## src/design/ism_pkg.sv

```systemverilog
`default_nettype none
package ism_pkg;
  localparam int MaxIntervals = 64;
  localparam int AddrW = $clog2(MaxIntervals);
  localparam int CntW = $clog2(MaxIntervals + 1);

  localparam logic CmdAdd = 1'b0;
  localparam logic CmdQuery = 1'b1;

  typedef struct packed {
    logic command;
    logic signed [31:0] range_start;
    logic signed [31:0] range_end;
  } in_req_t;

  typedef struct packed {
    logic covered;
    logic table_full;
    logic [CntW-1:0] entry_count;
  } out_req_t;

  typedef struct packed {
    logic signed [31:0] lo;
    logic signed [31:0] hi;
  } ival_t;

  typedef enum logic [2:0] {
    ST_IDLE,
    ST_SCAN,
    ST_MOVE,
    ST_DONE
  } ism_state_t;

  // Memory port request from the controller.
  typedef struct packed {
    logic re;
    logic [AddrW-1:0] raddr;
    logic we;
    logic [AddrW-1:0] waddr;
    ival_t wdata;
  } mem_req_t;
endpackage
`default_nettype wire

```

## src/design/ism_mem.sv

```systemverilog
`default_nettype none
module ism_mem import ism_pkg::*; (
  input  wire logic     clk,
  input  wire mem_req_t req,
  output ival_t         rdata
);
  ival_t mem [MaxIntervals];

  always_ff @(posedge clk) begin
    if (req.we) begin
      mem[req.waddr] <= req.wdata;
    end
    if (req.re) begin
      rdata <= mem[req.raddr];
    end
  end
endmodule
`default_nettype wire

```

## config.mk

```make
export PLATFORM = sky130hd
export DESIGN_NAME = ism_mem
export DESIGN_NICKNAME = d
export VERILOG_FILES = /design/src/design/ism_pkg.sv /design/src/design/ism_mem.sv
export SDC_FILE = /design/constraint.sdc
export NUM_CORES = 2
export LEC_CHECK = 0
export ABC_AREA = 0
export CORE_ASPECT_RATIO = 1.2
export CORE_MARGIN = 5
export CORE_UTILIZATION = 30
export DETAILED_ROUTE_END_ITERATION = 8
export DONT_BUFFER_PORTS = 1
export MAX_ROUTING_LAYER = met4
export PLACE_DENSITY = 0.55
export SYNTH_ARGS = -nofsm -noshare
export SYNTH_HDL_FRONTEND = slang
export SYNTH_SLANG_ARGS = --single-unit
```

## constraint.sdc

```tcl
create_clock -name clk -period 5.5 [get_ports clk]
set_input_delay 0.275 -clock clk [delete_from_list [all_inputs] [get_ports clk]]
set_output_delay 0.275 -clock clk [all_outputs]
set_load 0.005 [all_outputs]
```

==> impl_results.html <==
<table>
<tr><th>Metric</th><th>Value</th></tr>
<tr><th colspan="2">Outcome</th></tr>
<tr><td>Result of the run</td><td>finished, violations left</td></tr>
<tr><td>Failing checks</td><td>max-slew violations</td></tr>
<tr><th colspan="2">Worst setup path</th></tr>
<tr><td>Worst flop-to-flop path endpoint</td><td>rdata[48]$_DFFE_PP_</td></tr>
<tr><td>Endpoint class of the critical path</td><td>flop</td></tr>
<tr><td>Launch instance of the worst register-to-register path</td><td>mem[10][48]$_DFFE_PP_</td></tr>
<tr><td>Critical path type</td><td>input pin to flop</td></tr>
<tr><td>Arrival @ worst endpoint</td><td>4.36 ns</td></tr>
<tr><td>Peak fanout along the critical path</td><td>412</td></tr>
<tr><td>Setup slack on the worst flop-to-flop path</td><td>3.24 ns</td></tr>
<tr><td>Number of cells on the worst reg-to-reg path</td><td>5</td></tr>
<tr><td>Crit start category</td><td>input pin</td></tr>
<tr><td>Required time of the critical path</td><td>6.28 ns</td></tr>
<tr><th colspan="2">Logic synthesis</th></tr>
<tr><td>Post-synthesis instance area</td><td>0.157 mm²</td></tr>
<tr><td>Number of synthesized register bits</td><td>4160</td></tr>
<tr><td>Number of synthesis warnings</td><td>0</td></tr>
<tr><td>Syn Area/Cell</td><td>23.8 µm²</td></tr>
<tr><td>Distinct cell type count of the synthesized netlist</td><td>32</td></tr>
<tr><td>Post-synthesis instance total</td><td>6598</td></tr>
<tr><td>Net Count, Synth</td><td>6677</td></tr>
<tr><td>Sequential-to-total area share from yosys stat</td><td>79.6%</td></tr>
<tr><th colspan="2">Clock tree</th></tr>
<tr><td>TritonCTS clock tree</td><td>built</td></tr>
<tr><td>Clock-pin slew of the registers on the worst-case setup and hold paths</td><td>0.07 ns</td></tr>
<tr><td>Number of gates resized after CTS</td><td>0</td></tr>
<tr><td>Master cell of the clock root buffer</td><td>clkbuf_16</td></tr>
<tr><td>Post CTS Setup Buffer Count</td><td>0</td></tr>
<tr><td>Worst-Skew Late Latency</td><td>0.94 ns</td></tr>
<tr><td>Maximum count of clock buffers along a single path</td><td>4</td></tr>
<tr><td>Cts bufs inserted</td><td>391</td></tr>
<tr><td>CTS sink cnt</td><td>4160</td></tr>
<tr><td>CTS H-tree lvls</td><td>5</td></tr>
<tr><th colspan="2">Placement</th></tr>
<tr><td>Detailed placement HPWL</td><td>249000 µm</td></tr>
<tr><td>Global placer's final weighted congestion</td><td>0.764</td></tr>
<tr><td>Port Buf Inserts</td><td>0</td></tr>
<tr><th colspan="2">Timing</th></tr>
<tr><td>Number of hold violations in the final report</td><td>0</td></tr>
<tr><td>Fraction of the cycle the final worst path needs</td><td>65.1%</td></tr>
<tr><td>Final setup violation count</td><td>0</td></tr>
<tr><td>Worst hold slack</td><td>0.0670 ns</td></tr>
<tr><td>Max transition margin</td><td>-68.9%</td></tr>
<tr><td>Final-layout setup total negative slack</td><td>0 ns</td></tr>
<tr><td>RSZ-0062 raised after global routing</td><td>no</td></tr>
<tr><td>Highest Clock Rate</td><td>279 MHz</td></tr>
<tr><td>Max-slew violations</td><td>229</td></tr>
<tr><td>Period minus WS final</td><td>3.58 ns</td></tr>
<tr><td>Post-route clock skew</td><td>0.0707 ns</td></tr>
<tr><td>Slew @ Worst Pin</td><td>2.53 ns</td></tr>
<tr><th colspan="2">Worst hold path</th></tr>
<tr><td>Worst min-delay path endpoint</td><td>rdata[34]$_DFFE_PP_</td></tr>
<tr><td>Hold Path Cell Cnt</td><td>3</td></tr>
<tr><td>Worst Min Path Start</td><td>req[76]</td></tr>
<tr><td>Worst hold path class</td><td>input pin to flop</td></tr>
<tr><th colspan="2">Global routing</th></tr>
<tr><td>Wire length of the first global-routing pass</td><td>634000 µm</td></tr>
<tr><td>Via count of the first global-routing pass</td><td>76.9k</td></tr>
<tr><td>Overall track demand over capacity in global routing</td><td>17.1%</td></tr>
<tr><td>GR Overflow Total</td><td>0</td></tr>
<tr><td>Largest net degree at the start of global routing</td><td>412</td></tr>
<tr><td>Initial antenna violation count</td><td>26</td></tr>
<tr><th colspan="2">Floorplanning</th></tr>
<tr><td>Die ar.</td><td>0.538 mm²</td></tr>
<tr><td># rows</td><td>291</td></tr>
<tr><td>Die Span Y</td><td>802 µm</td></tr>
<tr><td>Chip Width</td><td>670 µm</td></tr>
<tr><td>Starting Density</td><td>30.0%</td></tr>
<tr><td>Core Box Area</td><td>0.522 mm²</td></tr>
<tr><td>IO Count</td><td>143</td></tr>
<tr><th colspan="2">Layout</th></tr>
<tr><td>Commonest cells after routing, fill and taps aside</td><td>edfxtp_1 (4160), mux4_2 (1024), clkbuf_16 (399), buf_4 (171), a22oi_1 (168)</td></tr>
<tr><td>Final net count</td><td>7070</td></tr>
<tr><td>Commonest non-fill, non-tap cell in the layout</td><td>edfxtp_1</td></tr>
<tr><td>Final design utilization</td><td>34.8%</td></tr>
<tr><td>Fraction of layout instances using a drive strength above 1</td><td>27.0%</td></tr>
<tr><td>Layout-stage area growth over the synthesis result</td><td>15.9%</td></tr>
<tr><th colspan="2">Routing</th></tr>
<tr><td>Drt total wl</td><td>458000 µm</td></tr>
<tr><td>Total iterations of the first detailed-routing run</td><td>5</td></tr>
<tr><td>DRC violation count after routing</td><td>0</td></tr>
<tr><td>1st-iter DRT viols</td><td>8278</td></tr>
<tr><td>Wirelength per Cell</td><td>32.3 µm</td></tr>
<tr><td>Via count</td><td>74.5k</td></tr>
<tr><td>Antenna viol nets, final</td><td>0</td></tr>
<tr><td>Number of vias per cell</td><td>5.24</td></tr>
<tr><th colspan="2">Power and ir drop</th></tr>
<tr><td>Static power due to leakage</td><td>0.0553 µW</td></tr>
<tr><td>Worst IR Drop VDD</td><td>0.270 mV</td></tr>
<tr><td>Power density over cell area</td><td>359 mW/mm²</td></tr>
<tr><td>Tot Pwr</td><td>65300 µW</td></tr>
<tr><th colspan="2">Flow run</th></tr>
<tr><td>Number of max-cap violations</td><td>0</td></tr>
</table>
-- critical path, stage by stage --
cell      delay [ns]
nor2_4          1.21
buf_4           0.71
a22oi_1         0.20
and3_1          0.25
a211oi_2        0.43
buf_4           0.18
-- how the worst max path moves through the flow --
stage / startpoint / end / cells after the start
detailed placement: req[73] / rdata[7]$_DFFE_PP_ / 6
global route: req[73] / rdata[7]$_DFFE_PP_ / 6
global placement: req[73] / rdata[7]$_DFFE_PP_ / 6
finish: req[73] / rdata[7]$_DFFE_PP_ / 6
CTS: req[73] / rdata[7]$_DFFE_PP_ / 6
floorplan: req[69] / mem[39][0]$_DFFE_PP_ / 4
-- cell families after synthesis --
kind of cell	after synthesis	synth area share [%]
DFF	4160	79.6
and+or+nand+nor	386	1.23
AOI/OAI and AO/OA	504	2.47
muxes	1159	15.6
buffers and inverters	389	1.18
-- layer usage --
metal	share of wire [%]	wire, µm	GRT usage (%)	vias up
li1	-	-	-	29300
met1	39	181000	21.5	41400
met2	51	233000	28.8	3022
met3	6.1	27800	2.21	752
met4	3.5	16100	5.29	0
met5	0	0	-	-
-- sequential cells by signal, summed over array words and instances, names as in the netlist --
register,flops
mem,4096
rdata,64
-- final cells by class --
type / count / area, µm²
Antenna cell: 13 / 32.5
Multi-Input combinational cell: 2049 / 30800
Clock inverter: 232 / 2260
Timing Repair Buffer: 370 / 4970
Sequential cell: 4160 / 125000
Inverter: 19 / 71.3
Clock buffer: 473 / 10300
Tap cell: 6885 / 8610
Fill cell: 47600 / 341000
-- power breakdown --
part / total [µW] / internal (µW) / switching (µW)
Sequential: 35400 / 35200 / 203
Clock: 26900 / 15100 / 11800
Combinational: 3010 / 1210 / 1790
-- what timing repair did --
action                     4_1_cts  5_1_grt
setup endpoints to repair        0        0
hold endpoints to repair      4362        0
hold buffers                   138        0
-- synthesized netlist by cell type (all sizes together) --
cell type,count,area [µm²]
buf,230,1250
mux4,1024,23100
edfxtp,4160,125000
and3,64,400
nand3b,2,15.0
nor2b,28,175
inv,19,71.3
o221ai,38,333
and2,3,18.8
nand3,45,225
a41oi,26,228
a211oi,63,473
nand2,58,218
clkbuf,140,526
nor2,112,420
a31o,1,8.76
a22o,88,771
a22oi,168,1260
or3,29,181
nand4b,1,8.76
nor3,2,10.0
mux2i,135,1350
a31oi,18,113
nand4,2,12.5
o22ai,83,519
or3b,1,8.76
nand2b,11,68.8
or2,28,175
a2bb2oi,19,166
-- per-stage QoR --
| stage | cells | cell area (µm²) | worst slack, ns |
|---|---|---|---|
| global placement | 13300 | 167000 | 1.82 |
| finish | 14200 | 182000 | 1.92 |
| detailed placement | 13300 | 167000 | 1.85 |
| CTS | 14200 | 182000 | 2.80 |
| floorplan | 6598 | 157000 | 1.19 |
| global route | 14200 | 182000 | 2.68 |
No activity file was read; power rests on OpenSTA's default activity.
