**config.mk**
```make
export PLATFORM = sky130hd
export DESIGN_NAME = ism_ctrl
export DESIGN_NICKNAME = d
export VERILOG_FILES = /design/src/design/ism_pkg.sv /design/src/design/ism_ctrl.sv
export SDC_FILE = /design/constraint.sdc
export NUM_CORES = 1
export LEC_CHECK = 0
export BUFFER_PORTS_ARGS = -buffer_cell sky130_fd_sc_hd__buf_2
export CAP_MARGIN = 30
export CORE_UTILIZATION = 45
export CTS_BUF_LIST = sky130_fd_sc_hd__clkbuf_8 sky130_fd_sc_hd__clkbuf_16
export DETAILED_ROUTE_END_ITERATION = 10
export PLACE_DENSITY_LB_ADDON = 0.05
export SLEW_MARGIN = 20
export SYNTH_ARGS = -nofsm -noshare
export SYNTH_HDL_FRONTEND = slang
export SYNTH_SLANG_ARGS = --single-unit
```
**constraint.sdc**
```tcl
create_clock -name clk -period 11.6 [get_ports clk]
set_clock_uncertainty 0.15 [all_clocks]
set_input_delay 1.74 -clock clk [delete_from_list [all_inputs] [get_ports clk]]
set_output_delay 1.74 -clock clk [all_outputs]
set_load 0.005 [all_outputs]
```
**src/design/ism_pkg.sv**
```systemverilog
`default_nettype none
package ism_pkg;
  localparam int MaxIntervals = 64;
  localparam int AddrW = $clog2(MaxIntervals);
  localparam int CntW = $clog2(MaxIntervals + 1);

  localparam logic CmdAdd = 1'b0;
  localparam logic CmdQuery = 1'b1;

  typedef struct packed {
    logic command;
    logic signed [31:0] range_start;
    logic signed [31:0] range_end;
  } in_req_t;

  typedef struct packed {
    logic covered;
    logic table_full;
    logic [CntW-1:0] entry_count;
  } out_req_t;

  typedef struct packed {
    logic signed [31:0] lo;
    logic signed [31:0] hi;
  } ival_t;

  typedef enum logic [2:0] {
    ST_IDLE,
    ST_SCAN,
    ST_MOVE,
    ST_DONE
  } ism_state_t;

  // Memory port request from the controller.
  typedef struct packed {
    logic re;
    logic [AddrW-1:0] raddr;
    logic we;
    logic [AddrW-1:0] waddr;
    ival_t wdata;
  } mem_req_t;
endpackage
`default_nettype wire

```
**src/design/ism_ctrl.sv**
```systemverilog
`default_nettype none
module ism_ctrl import ism_pkg::*; (
  input  wire logic     clk,
  input  wire logic     rst_n,
  input  wire logic     in_valid,
  output logic          in_stall,
  input  wire in_req_t  in_data,
  output logic          out_valid,
  input  wire logic     out_stall,
  output out_req_t      out_data,
  output mem_req_t      mreq,
  input  wire ival_t    rdata
);
  // Scan phase: read entries 0..n-1 in order, find first and last of the merge run,
  // or covering entry. Move phase: copy entries to compact or make room.
  ism_state_t state_r, state_nxt;
  in_req_t req_r;
  logic [CntW-1:0] cnt_r, cnt_nxt;
  logic [CntW-1:0] idx_r, idx_nxt;     // next address to issue
  logic pend_r, pend_nxt;              // read data valid this cycle
  logic [CntW-1:0] pidx_r, pidx_nxt;   // index of the data in rdata
  logic [CntW-1:0] first_r, first_nxt;
  logic [CntW-1:0] last_r, last_nxt;
  logic found_r, found_nxt;            // first found
  logic stop_r, stop_nxt;              // run ended
  logic cov_r, cov_nxt;
  logic full_r, full_nxt;
  logic signed [32:0] nlo_r, nlo_nxt, nhi_r, nhi_nxt;
  // Move: source index src, dest = src - removed (compact) or src+1 (insert).
  logic [CntW-1:0] src_r, src_nxt;
  logic [CntW-1:0] end_r, end_nxt;
  logic ins_r, ins_nxt;
  logic [CntW-1:0] rem_r, rem_nxt;
  out_req_t res_r, res_nxt;
  logic ovalid_r, ovalid_nxt;

  logic signed [32:0] lo33, hi33, rlo33, rhi33;
  logic hit, reaches, starts_ok;
  logic [CntW-1:0] dest;

  assign lo33 = {req_r.range_start[31], req_r.range_start};
  assign hi33 = {req_r.range_end[31], req_r.range_end};
  assign rlo33 = {rdata.lo[31], rdata.lo};
  assign rhi33 = {rdata.hi[31], rdata.hi};
  assign reaches = (rhi33 + 33'sd1) >= lo33;
  assign starts_ok = rlo33 <= (hi33 + 33'sd1);
  assign hit = (rlo33 <= lo33) && (hi33 <= rhi33);
  assign dest = ins_r ? src_r + CntW'(1) : src_r - rem_r - CntW'(1);

  always_ff @(posedge clk) begin
    if (!rst_n) begin
      state_r <= ST_IDLE;
      cnt_r <= '0;
      ovalid_r <= 1'b0;
      pend_r <= 1'b0;
    end else begin
      state_r <= state_nxt;
      cnt_r <= cnt_nxt;
      ovalid_r <= ovalid_nxt;
      pend_r <= pend_nxt;
    end
  end

  always_ff @(posedge clk) begin
    if (state_r == ST_IDLE && in_valid && !in_stall) begin
      req_r <= in_data;
    end
    idx_r <= idx_nxt;
    pidx_r <= pidx_nxt;
    first_r <= first_nxt;
    last_r <= last_nxt;
    found_r <= found_nxt;
    stop_r <= stop_nxt;
    cov_r <= cov_nxt;
    full_r <= full_nxt;
    nlo_r <= nlo_nxt;
    nhi_r <= nhi_nxt;
    src_r <= src_nxt;
    end_r <= end_nxt;
    ins_r <= ins_nxt;
    rem_r <= rem_nxt;
    res_r <= res_nxt;
  end

  // Next state.
  always_comb begin
    state_nxt = state_r;
    case (state_r)
      ST_IDLE: begin
        if (in_valid && !in_stall) begin
          if (in_data.range_start > in_data.range_end) begin
            state_nxt = ST_DONE;
          end else begin
            state_nxt = ST_SCAN;
          end
        end
      end
      ST_SCAN: begin
        if (!pend_r && (idx_r >= cnt_r || stop_r)) begin
          state_nxt = ST_MOVE;
        end
      end
      ST_MOVE: begin
        if (!pend_r && src_r == end_r) begin
          state_nxt = ST_DONE;
        end
      end
      ST_DONE: state_nxt = ST_IDLE;
      default: state_nxt = ST_IDLE;
    endcase
  end

  // Datapath and outputs.
  always_comb begin
    cnt_nxt = cnt_r;
    idx_nxt = idx_r;
    pend_nxt = 1'b0;
    pidx_nxt = pidx_r;
    first_nxt = first_r;
    last_nxt = last_r;
    found_nxt = found_r;
    stop_nxt = stop_r;
    cov_nxt = cov_r;
    full_nxt = full_r;
    nlo_nxt = nlo_r;
    nhi_nxt = nhi_r;
    src_nxt = src_r;
    end_nxt = end_r;
    ins_nxt = ins_r;
    rem_nxt = rem_r;
    res_nxt = res_r;
    ovalid_nxt = ovalid_r && out_stall;
    mreq = '0;
    in_stall = (state_r != ST_IDLE) || (ovalid_r && out_stall);
    case (state_r)
      ST_IDLE: begin
        idx_nxt = '0;
        found_nxt = 1'b0;
        stop_nxt = 1'b0;
        cov_nxt = 1'b0;
        full_nxt = 1'b0;
        nlo_nxt = {in_data.range_start[31], in_data.range_start};
        nhi_nxt = {in_data.range_end[31], in_data.range_end};
        first_nxt = cnt_r;
        last_nxt = cnt_r;
      end
      ST_SCAN: begin
        if (pend_r) begin
          if (req_r.command == CmdQuery) begin
            if (hit) begin
              cov_nxt = 1'b1;
              stop_nxt = 1'b1;
            end
          end else if (!found_r) begin
            if (reaches) begin
              found_nxt = 1'b1;
              first_nxt = pidx_r;
              if (starts_ok) begin
                last_nxt = pidx_r + CntW'(1);
                if (rlo33 < nlo_r) nlo_nxt = rlo33;
                if (rhi33 > nhi_r) nhi_nxt = rhi33;
              end else begin
                last_nxt = pidx_r;
                stop_nxt = 1'b1;
              end
            end
          end else if (starts_ok) begin
            last_nxt = pidx_r + CntW'(1);
            if (rhi33 > nhi_r) nhi_nxt = rhi33;
          end else begin
            stop_nxt = 1'b1;
          end
        end
        // Issue next read unless finished or the last result stops the scan.
        if (idx_r < cnt_r && !stop_nxt) begin
          mreq.re = 1'b1;
          mreq.raddr = idx_r[AddrW-1:0];
          pidx_nxt = idx_r;
          idx_nxt = idx_r + CntW'(1);
          pend_nxt = 1'b1;
        end else if (!pend_r) begin
          // Set up the move phase.
          ins_nxt = 1'b0;
          rem_nxt = '0;
          src_nxt = cnt_r;
          end_nxt = cnt_r;
          if (req_r.command == CmdAdd) begin
            if (last_r > first_r) begin
              // Write merged entry, compact the tail.
              mreq.we = 1'b1;
              mreq.waddr = first_r[AddrW-1:0];
              mreq.wdata.lo = nlo_r[31:0];
              mreq.wdata.hi = nhi_r[31:0];
              rem_nxt = last_r - first_r - CntW'(1);
              src_nxt = last_r;
              end_nxt = cnt_r;
              cnt_nxt = cnt_r - (last_r - first_r - CntW'(1));
            end else if (cnt_r >= CntW'(MaxIntervals)) begin
              full_nxt = 1'b1;
            end else begin
              // Shift [first, cnt) up by one, from the top down.
              ins_nxt = 1'b1;
              src_nxt = cnt_r;
              end_nxt = first_r;
            end
          end
          if (rem_nxt == '0 && !ins_nxt) begin
            src_nxt = end_nxt;
          end
        end
      end
      ST_MOVE: begin
        if (pend_r) begin
          mreq.we = 1'b1;
          mreq.waddr = dest[AddrW-1:0];
          mreq.wdata = rdata;
        end
        if (!pend_r && src_r == end_r) begin
          if (ins_r) begin
            mreq.we = 1'b1;
            mreq.waddr = first_r[AddrW-1:0];
            mreq.wdata.lo = req_r.range_start;
            mreq.wdata.hi = req_r.range_end;
            cnt_nxt = cnt_r + CntW'(1);
          end
        end else if (pend_r) begin
          // Wait for the write to land before the next read.
        end else if (ins_r) begin
          mreq.re = 1'b1;
          mreq.raddr = AddrW'(src_r - CntW'(1));
          src_nxt = src_r - CntW'(1);
          pend_nxt = 1'b1;
        end else begin
          mreq.re = 1'b1;
          mreq.raddr = src_r[AddrW-1:0];
          src_nxt = src_r + CntW'(1);
          pend_nxt = 1'b1;
        end
      end
      ST_DONE: begin
        ovalid_nxt = 1'b1;
        res_nxt.covered = cov_r;
        res_nxt.table_full = full_r;
        res_nxt.entry_count = cnt_r;
      end
      default: ;
    endcase
  end

  // dest uses src after decrement (insert) or one past the read index (compact).
  assign out_valid = ovalid_r;
  assign out_data = res_r;

  assert property (@(posedge clk) disable iff (!rst_n) cnt_r <= CntW'(MaxIntervals))
    else $error("entry count above capacity");
  assert property (@(posedge clk) disable iff (!rst_n)
    out_valid && !out_stall |-> !(out_data.covered && out_data.table_full))
    else $error("covered and full together");
  assert property (@(posedge clk) disable iff (!rst_n)
    mreq.we && mreq.re |-> mreq.waddr != mreq.raddr || state_r == ST_SCAN)
    else $error("read and write of one entry collide");
endmodule
`default_nettype wire

```
==> flow_summary.toml, run 1 <==
[setup_path]
reg2reg_depth = 19
worst_setup_path_end_kind = "primary output"
cp-start-kind = "input port"
crit_path_end = "mreq[73]"
path_class = "input port to primary output"
worstPathMaxFanout = 11
critPathRequiredTime_ps = 9710
rr_startpoint = "hi33[2]"
startpoint = "rdata[0]"
reg2reg_slack_ps = 5850
arrival_ps = 6830
reg2reg_to = "src_r[1]"

[floorplan]
die_area_sq_um = 40720
pin_count = 222
num_rows = 72
initial_core_util_pct = 46.05
coreArea_sq_um = 39010
die_h_um = 201.8
dieWidth_um = 201.8

[clocking]
cts_sinks = 202
cts_resized = 0
cts.path.max_buffers = 3
clk_pin_slew_ps = 50
cts_hold_buffers = 0
clock_latency_ps = 560
cts_tree = "built"
htreeDepth = 1
root_buffer = "clkbuf_16"
cts_made_buffers = 25
cts_setup_buffers = 0

[global_route]
antenna_found_initial = 3
overflow = 0
grt_max_degree = 77
grt_pass1_wl_mm = 89.16
first_global_vias = 15280
grt_usage_pct = 28.50

[sta]
timing.final.ws_setup_ps = 2879
fmax_mhz = 114.7
slew_viol_final = 0
tns_ps = 0
finalHoldViolations = 0
rsz0062_at_grt = "no"
fin_crit_sh_pct = 75.18
tightestPinTransition_ps = 1020
period_needed_ps = 8721
slew-limit-headroom_pct = 31.39
setup_viol = 0

[layout]
layout_commonest_cell = "ha_1"
drive_gt1_share_pct = 15.14
layout_common_cells = "261 x ha_1, 259 x nand2_1, 222 x buf_2"
areaGrowthSynthToFinish_pct = 13.30
stdcell_area_sq_um = 20350
nets = 2600

[drt]
wl_mm = 58.45
ant_nets = 0
avgRoutedWirePerCell_um = 21.35
viasPerCell = 5.638
num_vias = 15440
drtIter0Drc = 1006
drc_errors = 0
first_pass_iters = 5

[placed_design]
place_ws_ps = 2855
gp_congestion = 0.9060
port-buffer-count = 221
postPlaceCellArea_sq_um = 19560
hpwl_mm = 45.44

[yosys]
synth_nets = 2418
ys_ff_latch = 202
synth_cells = 2018
yosys_warnings = 0
syn_area_per_cell_sq_um = 8.901
synth_ff_type = "edfxtp_1"
async_reset_ff_share_pct = 0
ys_seq_area_share_pct = 33.16
ys_types = 77
synth-edff-count = 191
synth.cell_area_sq_um = 17960

[pwr]
ir_worst_vdd_v = 0.0001040
pwr_density_cell_nw_per_um2 = 218.9
power.leakage_nw = 8.836
power_mw = 4.455

[min_path]
hold_path_depth = 0
hold_class = "register to register"

[run]
maxCapViolations = 0

[run_status]
status = "complete, no violations"
==> synthesized netlist by cell type, drive strengths merged (3+ instances only) <==
cell type	number	area share [%]
inv	213	4.5
or2	5	0.17
a21boi	8	0.33
nor3	23	0.67
ha	264	18
a31oi	5	0.17
and2	10	0.36
clkbuf	67	1.4
o31a	3	0.15
and4	7	0.34
a211oi	18	0.78
o21a	13	0.54
nor4	15	0.64
dfxtp	11	1.2
and3	7	0.24
a221o	3	0.17
fa	3	0.33
a2111oi	4	0.30
mux2	35	2.2
a21oi	84	2.3
nand3	55	1.5
mux2i	8	0.45
nor2b	94	3.3
xnor2	68	3.3
nand2b	12	0.42
a221oi	5	0.24
or3	7	0.24
nand2	259	5.4
edfxtp	191	32
buf	14	0.40
a22o	6	0.29
o211ai	6	0.25
nor3b	4	0.17
nor2	75	1.6
nand4	59	2.1
a2bb2oi	4	0.20
a22oi	66	2.8
xor2	36	1.8
o21ai	166	4.6
a21o	53	2.2
==> through the flow <==
stage	util, %	std cells	hold slack (ps)
4_1_cts	52.13	2735	269.5
3_5_place_dp	50.14	2689	256.2
2_1_floorplan	-	2018	250.3
6_report	52.17	2738	268.2
5_1_grt	52.17	2737	282.8
3_3_place_gp	50.13	2688	255.5
==> cell type report <==
| type | instances | area (sq um) |
|---|---|---|
| multi-input combinational | 1521 | 10950 |
| clock buffer | 27 | 653.1 |
| sequential | 202 | 5959 |
| antenna | 1 | 2.502 |
| clock inverter | 19 | 121.4 |
| tap | 518 | 648.1 |
| inverter | 214 | 803.3 |
| timing repair buffer | 236 | 1216 |
| fill | 3734 | 18660 |
==> cells by family (layout without fill, tap and decap cells) <==
group	count (synthesis)	count (layout)	synth area share, %
compound gates	468	468	16.67
flops	202	202	33.16
fa+ha+maj	267	267	18.72
mux	43	43	2.640
buf+inv	295	496	6.276
other cells	0	1	0
xor+xnor	104	104	5.071
simple gates	639	639	17.46
==> worst max-delay path: stages <==
cell and delay (ps):
buf_2 170, ha_1 230, nand4_1 240, nor4_1 470, and2_1 300, nand2_1 170, nor3_1 400, nand4_1 170
xnor2_1 150, ha_1 290, nand3_1 180, nor4_4 80, a22oi_1 170, a31oi_1 120, a311oi_1 570, a2111oi_4 140
nor3_2 650, and2_4 320, a22o_1 160, buf_2 110
==> state kept, by name, summed over array words and instances, names as in the netlist, 9 cells and up <==
signal,flops
nhi_r,32
nlo_r,32
lo33,32
hi33,32
out_data,9
==> worst min path at each step <==
stage | slack, ps | from | endpoint
CTS | 270 | cov_r | out_data[8]
global route | 280 | cov_r | out_data[8]
detailed placement | 260 | cov_r | out_data[8]
floorplan | 250 | full_r | out_data[7]
global placement | 260 | cov_r | out_data[8]
finish | 270 | cov_r | out_data[8]
==> per-layer routing <==
layer  share of wire, %  wire length (um)  up-vias  global-route usage, %
met5                  0                 0        -                      0
met4                3.1              1793        0                  9.632
li1                   -                 -     7595                      -
met2                 46             27050      473                  46.76
met3                5.5              3221       81                  3.741
met1                 45             26390     7288                  38.60
==> power breakdown <==
| part | switching (mW) | internal, mW |
|---|---|---|
| Combinational | 1.36 | 0.883 |
| Clock | 0.327 | 0.426 |
| Sequential | 0.259 | 1.20 |
| Total | 1.94 | 2.51 |
Note: power is estimated with default switching activity, not from simulation.
==> inputs of run 2 (changes only) <==
- clock period: 11.6 -> 8.8 ns (I/O delays scaled with it)
==> flow_summary.toml, run 2 (same netlist as run 1, synthesis figures left out) <==
[setup_path]
critical-path-top-delay-family = "simple AND/OR/NAND/NOR gates"
worst_setup_path_end_kind = "primary output"
critPathRequiredTime_ps = 7330
cp-start-kind = "input port"
path_class = "input port to primary output"
worst-path-buf-inv = 2
critPathMaxStageDelay_ps = 490
reg2reg_depth = 19
path_depth = 20
arrival_ps = 6150
cp_slowest_cell = "nor4_1"
worstPathMaxFanout = 8
reg2reg_slack_ps = 2890
path_cells = "buf_2, ha_1, nand4_1, nor4_1, and2_1, nand2_1, nor3_1, nand4_1, xnor2_1, ha_1, nand3_1, nor4_4, a22oi_1, a31oi_1, a311oi_1, a2111oi_4, nor3_2, and2_4, a22o_1, buf_2"

[pwr]
power_mw = 5.861
ir_worst_vdd_v = 0.0001494
pwr_density_cell_nw_per_um2 = 287.6
power.leakage_nw = 8.860

[global_route]
overflow = 0
grt_max_degree = 78
antenna_found_initial = 0
grt_usage_pct = 28.43
grt_pass1_wl_mm = 89.71
first_global_vias = 15090

[clocking]
cts_resized = 0
cts_made_buffers = 24
cts_sinks = 202
root_buffer = "clkbuf_16"
cts_setup_buffers = 0
clock_latency_ps = 540
cts.path.max_buffers = 3
cts_tree = "built"
clk_pin_slew_ps = 60
htreeDepth = 1
cts_hold_buffers = 0

[drt]
viasPerCell = 5.695
drtIter0Drc = 1076
m1WireLength_mm = 26.24
drc_errors = 0
ant_nets = 0
met3WireLength_mm = 3.079
num_vias = 15590
first_pass_iters = 5
wl_met2_mm = 27.91
avgRoutedWirePerCell_um = 21.29
highest_layer = "met4"
wl_mm = 58.30

[layout]
layout_commonest_cell = "ha_1"
drive_gt1_share_pct = 15.14
layout_common_cells = "261 x ha_1, 259 x nand2_1, 222 x buf_2"
areaGrowthSynthToFinish_pct = 13.46
fillers = 3649
stdcell_area_sq_um = 20380
antenna_cells = 0
nets = 2602
fin_util_pct = 52.25

[run_status]
status = "complete, no violations"

[floorplan]
pin_count = 222
num_rows = 72
coreArea_sq_um = 39010
die_area_sq_um = 40720
initial_core_util_pct = 46.05
dieWidth_um = 201.8
die_h_um = 201.8

[sta]
tightestPinTransition_ps = 940.0
finalHoldViolations = 0
setup_viol = 0
tns_ps = 0
slew-limit-headroom_pct = 36.91
slew_viol_final = 0
period_needed_ps = 7618
fin_crit_sh_pct = 86.57
fmax_mhz = 131.3
rsz0062_at_grt = "no"

[placed_design]
postPlaceCellArea_sq_um = 19610
gp_congestion = 0.8977
hpwl_mm = 46.29
port-buffer-count = 221

[min_path]
hold_class = "register to register"
hold_path_depth = 0

[run]
maxCapViolations = 0
-- run 2: worst paths after layout --
kind / endpoint / from
worst max-delay path: mreq[71] / rdata[0]
worst min register to register: out_data[8] / cov_r
worst min-delay path: out_data[8] / cov_r
worst max register to register: nlo_r[12] / hi33[2]
-- run 2: report_power, final --
part	switching [mW]	total [mW]	internal, mW
clock network	0.407	0.983	0.577
logic	1.79	2.95	1.17
registers	0.338	1.92	1.58
-- run 2: metal layers --
layer | global-route usage [%] | vias to the layer above
met2 | 48.44 | 471
met4 | 6.223 | 0
li1 | - | 7593
met1 | 38.94 | 7463
met3 | 2.725 | 66
met5 | 0 | -
-- run 2: worst reg2reg max path, delay by kind of cell, from the launching register on --
kind	cells	cell delay, ps
simple gates	14	3360
xor+xnor	1	90
compound gates	2	720
flops	1	500
fa+ha+maj	1	300
buf+inv	1	450
-- run 2: cell type report --
cell class	count	area (sq um)	share of cell area (%)
Clock inverter	18	128.9	0.6323
Tap cell	518	648.1	3.180
Timing Repair Buffer	239	1251	6.139
Clock buffer	26	639.4	3.137
Sequential cell	202	5959	29.24
Multi-Input combinational cell	1521	10950	53.73
Inverter	214	803.3	3.941
-- run 2: metrics by stage --
step                      instances  setup slack, ps  hold WS, ps
after global routing           2738            866.4        303.0
final                          2738             1182        269.6
after global placement         2691             1385        258.6
after floorplan                2018            226.9        250.3
after detailed placement       2693             1275        258.3
after CTS                      2737             1264        272.2
==> inputs of run 3 (changes only) <==
- ABC_AREA: not set -> 1
- CORE_MARGIN: not set -> 2
==> flow_summary.toml, run 3 <==
[yosys]
yosysTopAreaCell = "edfxtp_1"
synth_ff_type = "edfxtp_1"
synth_top_area_share_pct = 31.10
synthTopCellsByArea = "edfxtp_1 31%, ha_1 18%, nand2_1 12%"
ys_types = 54
synth_commonest_cells = "576 x nand2_1, 363 x inv_1, 264 x ha_1"
synth_nets = 2823
yosys_warnings = 0
ys_seq_area_share_pct = 32.30
async_reset_ff_share_pct = 0
ys_ff_latch = 202
synth.cell_area_sq_um = 18440
syn_area_per_cell_sq_um = 7.610
synth.most_common_cell = "nand2_1"
synth_cells = 2423
synth-edff-count = 191

[placed_design]
hpwl_mm = 51.00
port-buffer-count = 221
gp_congestion = 0.9244
postPlaceCellArea_sq_um = 20110

[setup_path]
arrival_ps = 6500
critical-path-top-delay-family = "simple AND/OR/NAND/NOR gates"
worst-path-buf-inv = 2
critPathMaxStageDelay_ps = 520
path_class = "register to primary output"
critPathRequiredTime_ps = 7330
crit_path_end = "mreq[6]"
crit_top_cell = "nand2_1"
worst_setup_path_end_kind = "primary output"
cp_slowest_cell = "nand3_2"
reg2reg_depth = 26
reg2reg_to = "nhi_r[28]"
reg2reg_slack_ps = 2620
startpoint = "hi33[1]"
rr_startpoint = "hi33[1]"
worstPathMaxFanout = 18
path_depth = 29
cp-start-kind = "register"

[floorplan]
pin_count = 222
die_area_sq_um = 42610
coreArea_sq_um = 40650
initial_core_util_pct = 45.37
dieWidth_um = 206.4
die_h_um = 206.4
num_rows = 74

[run_status]
status = "complete, no violations"

[pwr]
power_mw = 6.790
ir_worst_vdd_v = 0.0001769
power.leakage_nw = 10.06
pwr_density_cell_nw_per_um2 = 324.2

[sta]
tightestPinTransition_ps = 993.1
fmax_mhz = 125.4
setup_viol = 0
fin_crit_sh_pct = 90.60
rsz0062_at_grt = "no"
period_needed_ps = 7973
hold_ws_ps = 275.6
slew-limit-headroom_pct = 33.79
slew_viol_final = 0
finalHoldViolations = 0
tns_ps = 0

[layout]
stdcell_area_sq_um = 20950
layout_commonest_cell = "nand2_1"
areaGrowthSynthToFinish_pct = 13.58
layout_common_cells = "575 x nand2_1, 370 x inv_1, 262 x ha_1"
drive_gt1_share_pct = 12.38
nets = 3008

[drt]
ant_nets = 0
drc_errors = 0
num_vias = 17560
viasPerCell = 5.559
avgRoutedWirePerCell_um = 20.66
drtIter0Drc = 1446
wl_mm = 65.26
first_pass_iters = 7

[clocking]
cts_sinks = 202
cts_tree = "built"
root_buffer = "clkbuf_16"
cts_resized = 0
cts_hold_buffers = 0
clk_pin_slew_ps = 60
htreeDepth = 1
cts_setup_buffers = 0
cts.path.max_buffers = 3
clock_latency_ps = 560
cts_made_buffers = 26

[global_route]
grt_usage_pct = 30.57
grt_pass1_wl_mm = 97.96
antenna_found_initial = 5
first_global_vias = 16790
overflow = 0
grt_max_degree = 73

[min_path]
hold_class = "register to register"
hold_path_depth = 0

[run]
maxCapViolations = 0
## run 3: worst min-delay path by stage
stage | startpoint | endpoint | slack, ps
CTS | cov_r | out_data[8] | 280
global route | cov_r | out_data[8] | 280
detailed placement | cov_r | out_data[8] | 260
finish | cov_r | out_data[8] | 280
global placement | cov_r | out_data[8] | 260
floorplan | full_r | out_data[7] | 250
## run 3: final cells by class
cell class	count	area (sq um)
Fill cell	4052	19700
Clock inverter	15	90.09
Inverter	372	1396
Clock buffer	30	739.5
Tap cell	532	665.6
Multi-Input combinational cell	1765	10830
Antenna cell	2	5.005
Sequential cell	202	5957
Timing Repair Buffer	241	1266
## run 3: worst register-to-register path: cells and delay by family (launching register included)
family | cells | cell delay [ps]
XOR/XNOR | 1 | 280
buffers and inverters | 2 | 330
flip-flops | 1 | 400
AO/OA/AOI/OAI | 4 | 1010
adder cells (fa/ha/maj) | 2 | 510
AND/OR/NAND/NOR | 17 | 3170
## run 3: per-layer routing
| metal | wire (um) | share of wire [%] | track usage [%] | vias up |
|---|---|---|---|---|
| li1 | - | - | - | 8585 |
| met1 | 29320 | 45 | 42.47 | 8209 |
| met2 | 29410 | 45 | 49.41 | 661 |
| met3 | 4598 | 7.0 | 3.658 | 102 |
| met4 | 1904 | 2.9 | 9.821 | 4 |
| met5 | 23 | 0.035 | 0 | - |
## run 3: where the power goes
part	leakage, nW	internal, mW	total (mW)	switching (mW)
Combinational	7.68	1.11	3.74	2.63
Sequential	1.94	1.68	2.00	0.321
Clock	0.445	0.620	1.05	0.426
Total	10.1	3.42	6.79	3.37
## run 3: cells by family after synthesis
| logic type | synth area share, % |
|---|---|
| adder cells (fa/ha/maj) | 18.24 |
| flip-flops | 32.30 |
| XOR/XNOR | 3.542 |
| buffers and inverters | 9.370 |
| multiplexers | 0.05428 |
| AO/OA/AOI/OAI | 13.41 |
| AND/OR/NAND/NOR | 23.08 |
## run 3: metrics by stage
step	utilization, %	std cells	setup WS (ps)
2_1_floorplan	-	2423	2206
3_3_place_gp	49.41	3110	1088
3_5_place_dp	49.48	3112	972.0
4_1_cts	51.52	3157	942.1
5_1_grt	51.52	3157	208.7
6_report	51.53	3159	826.8
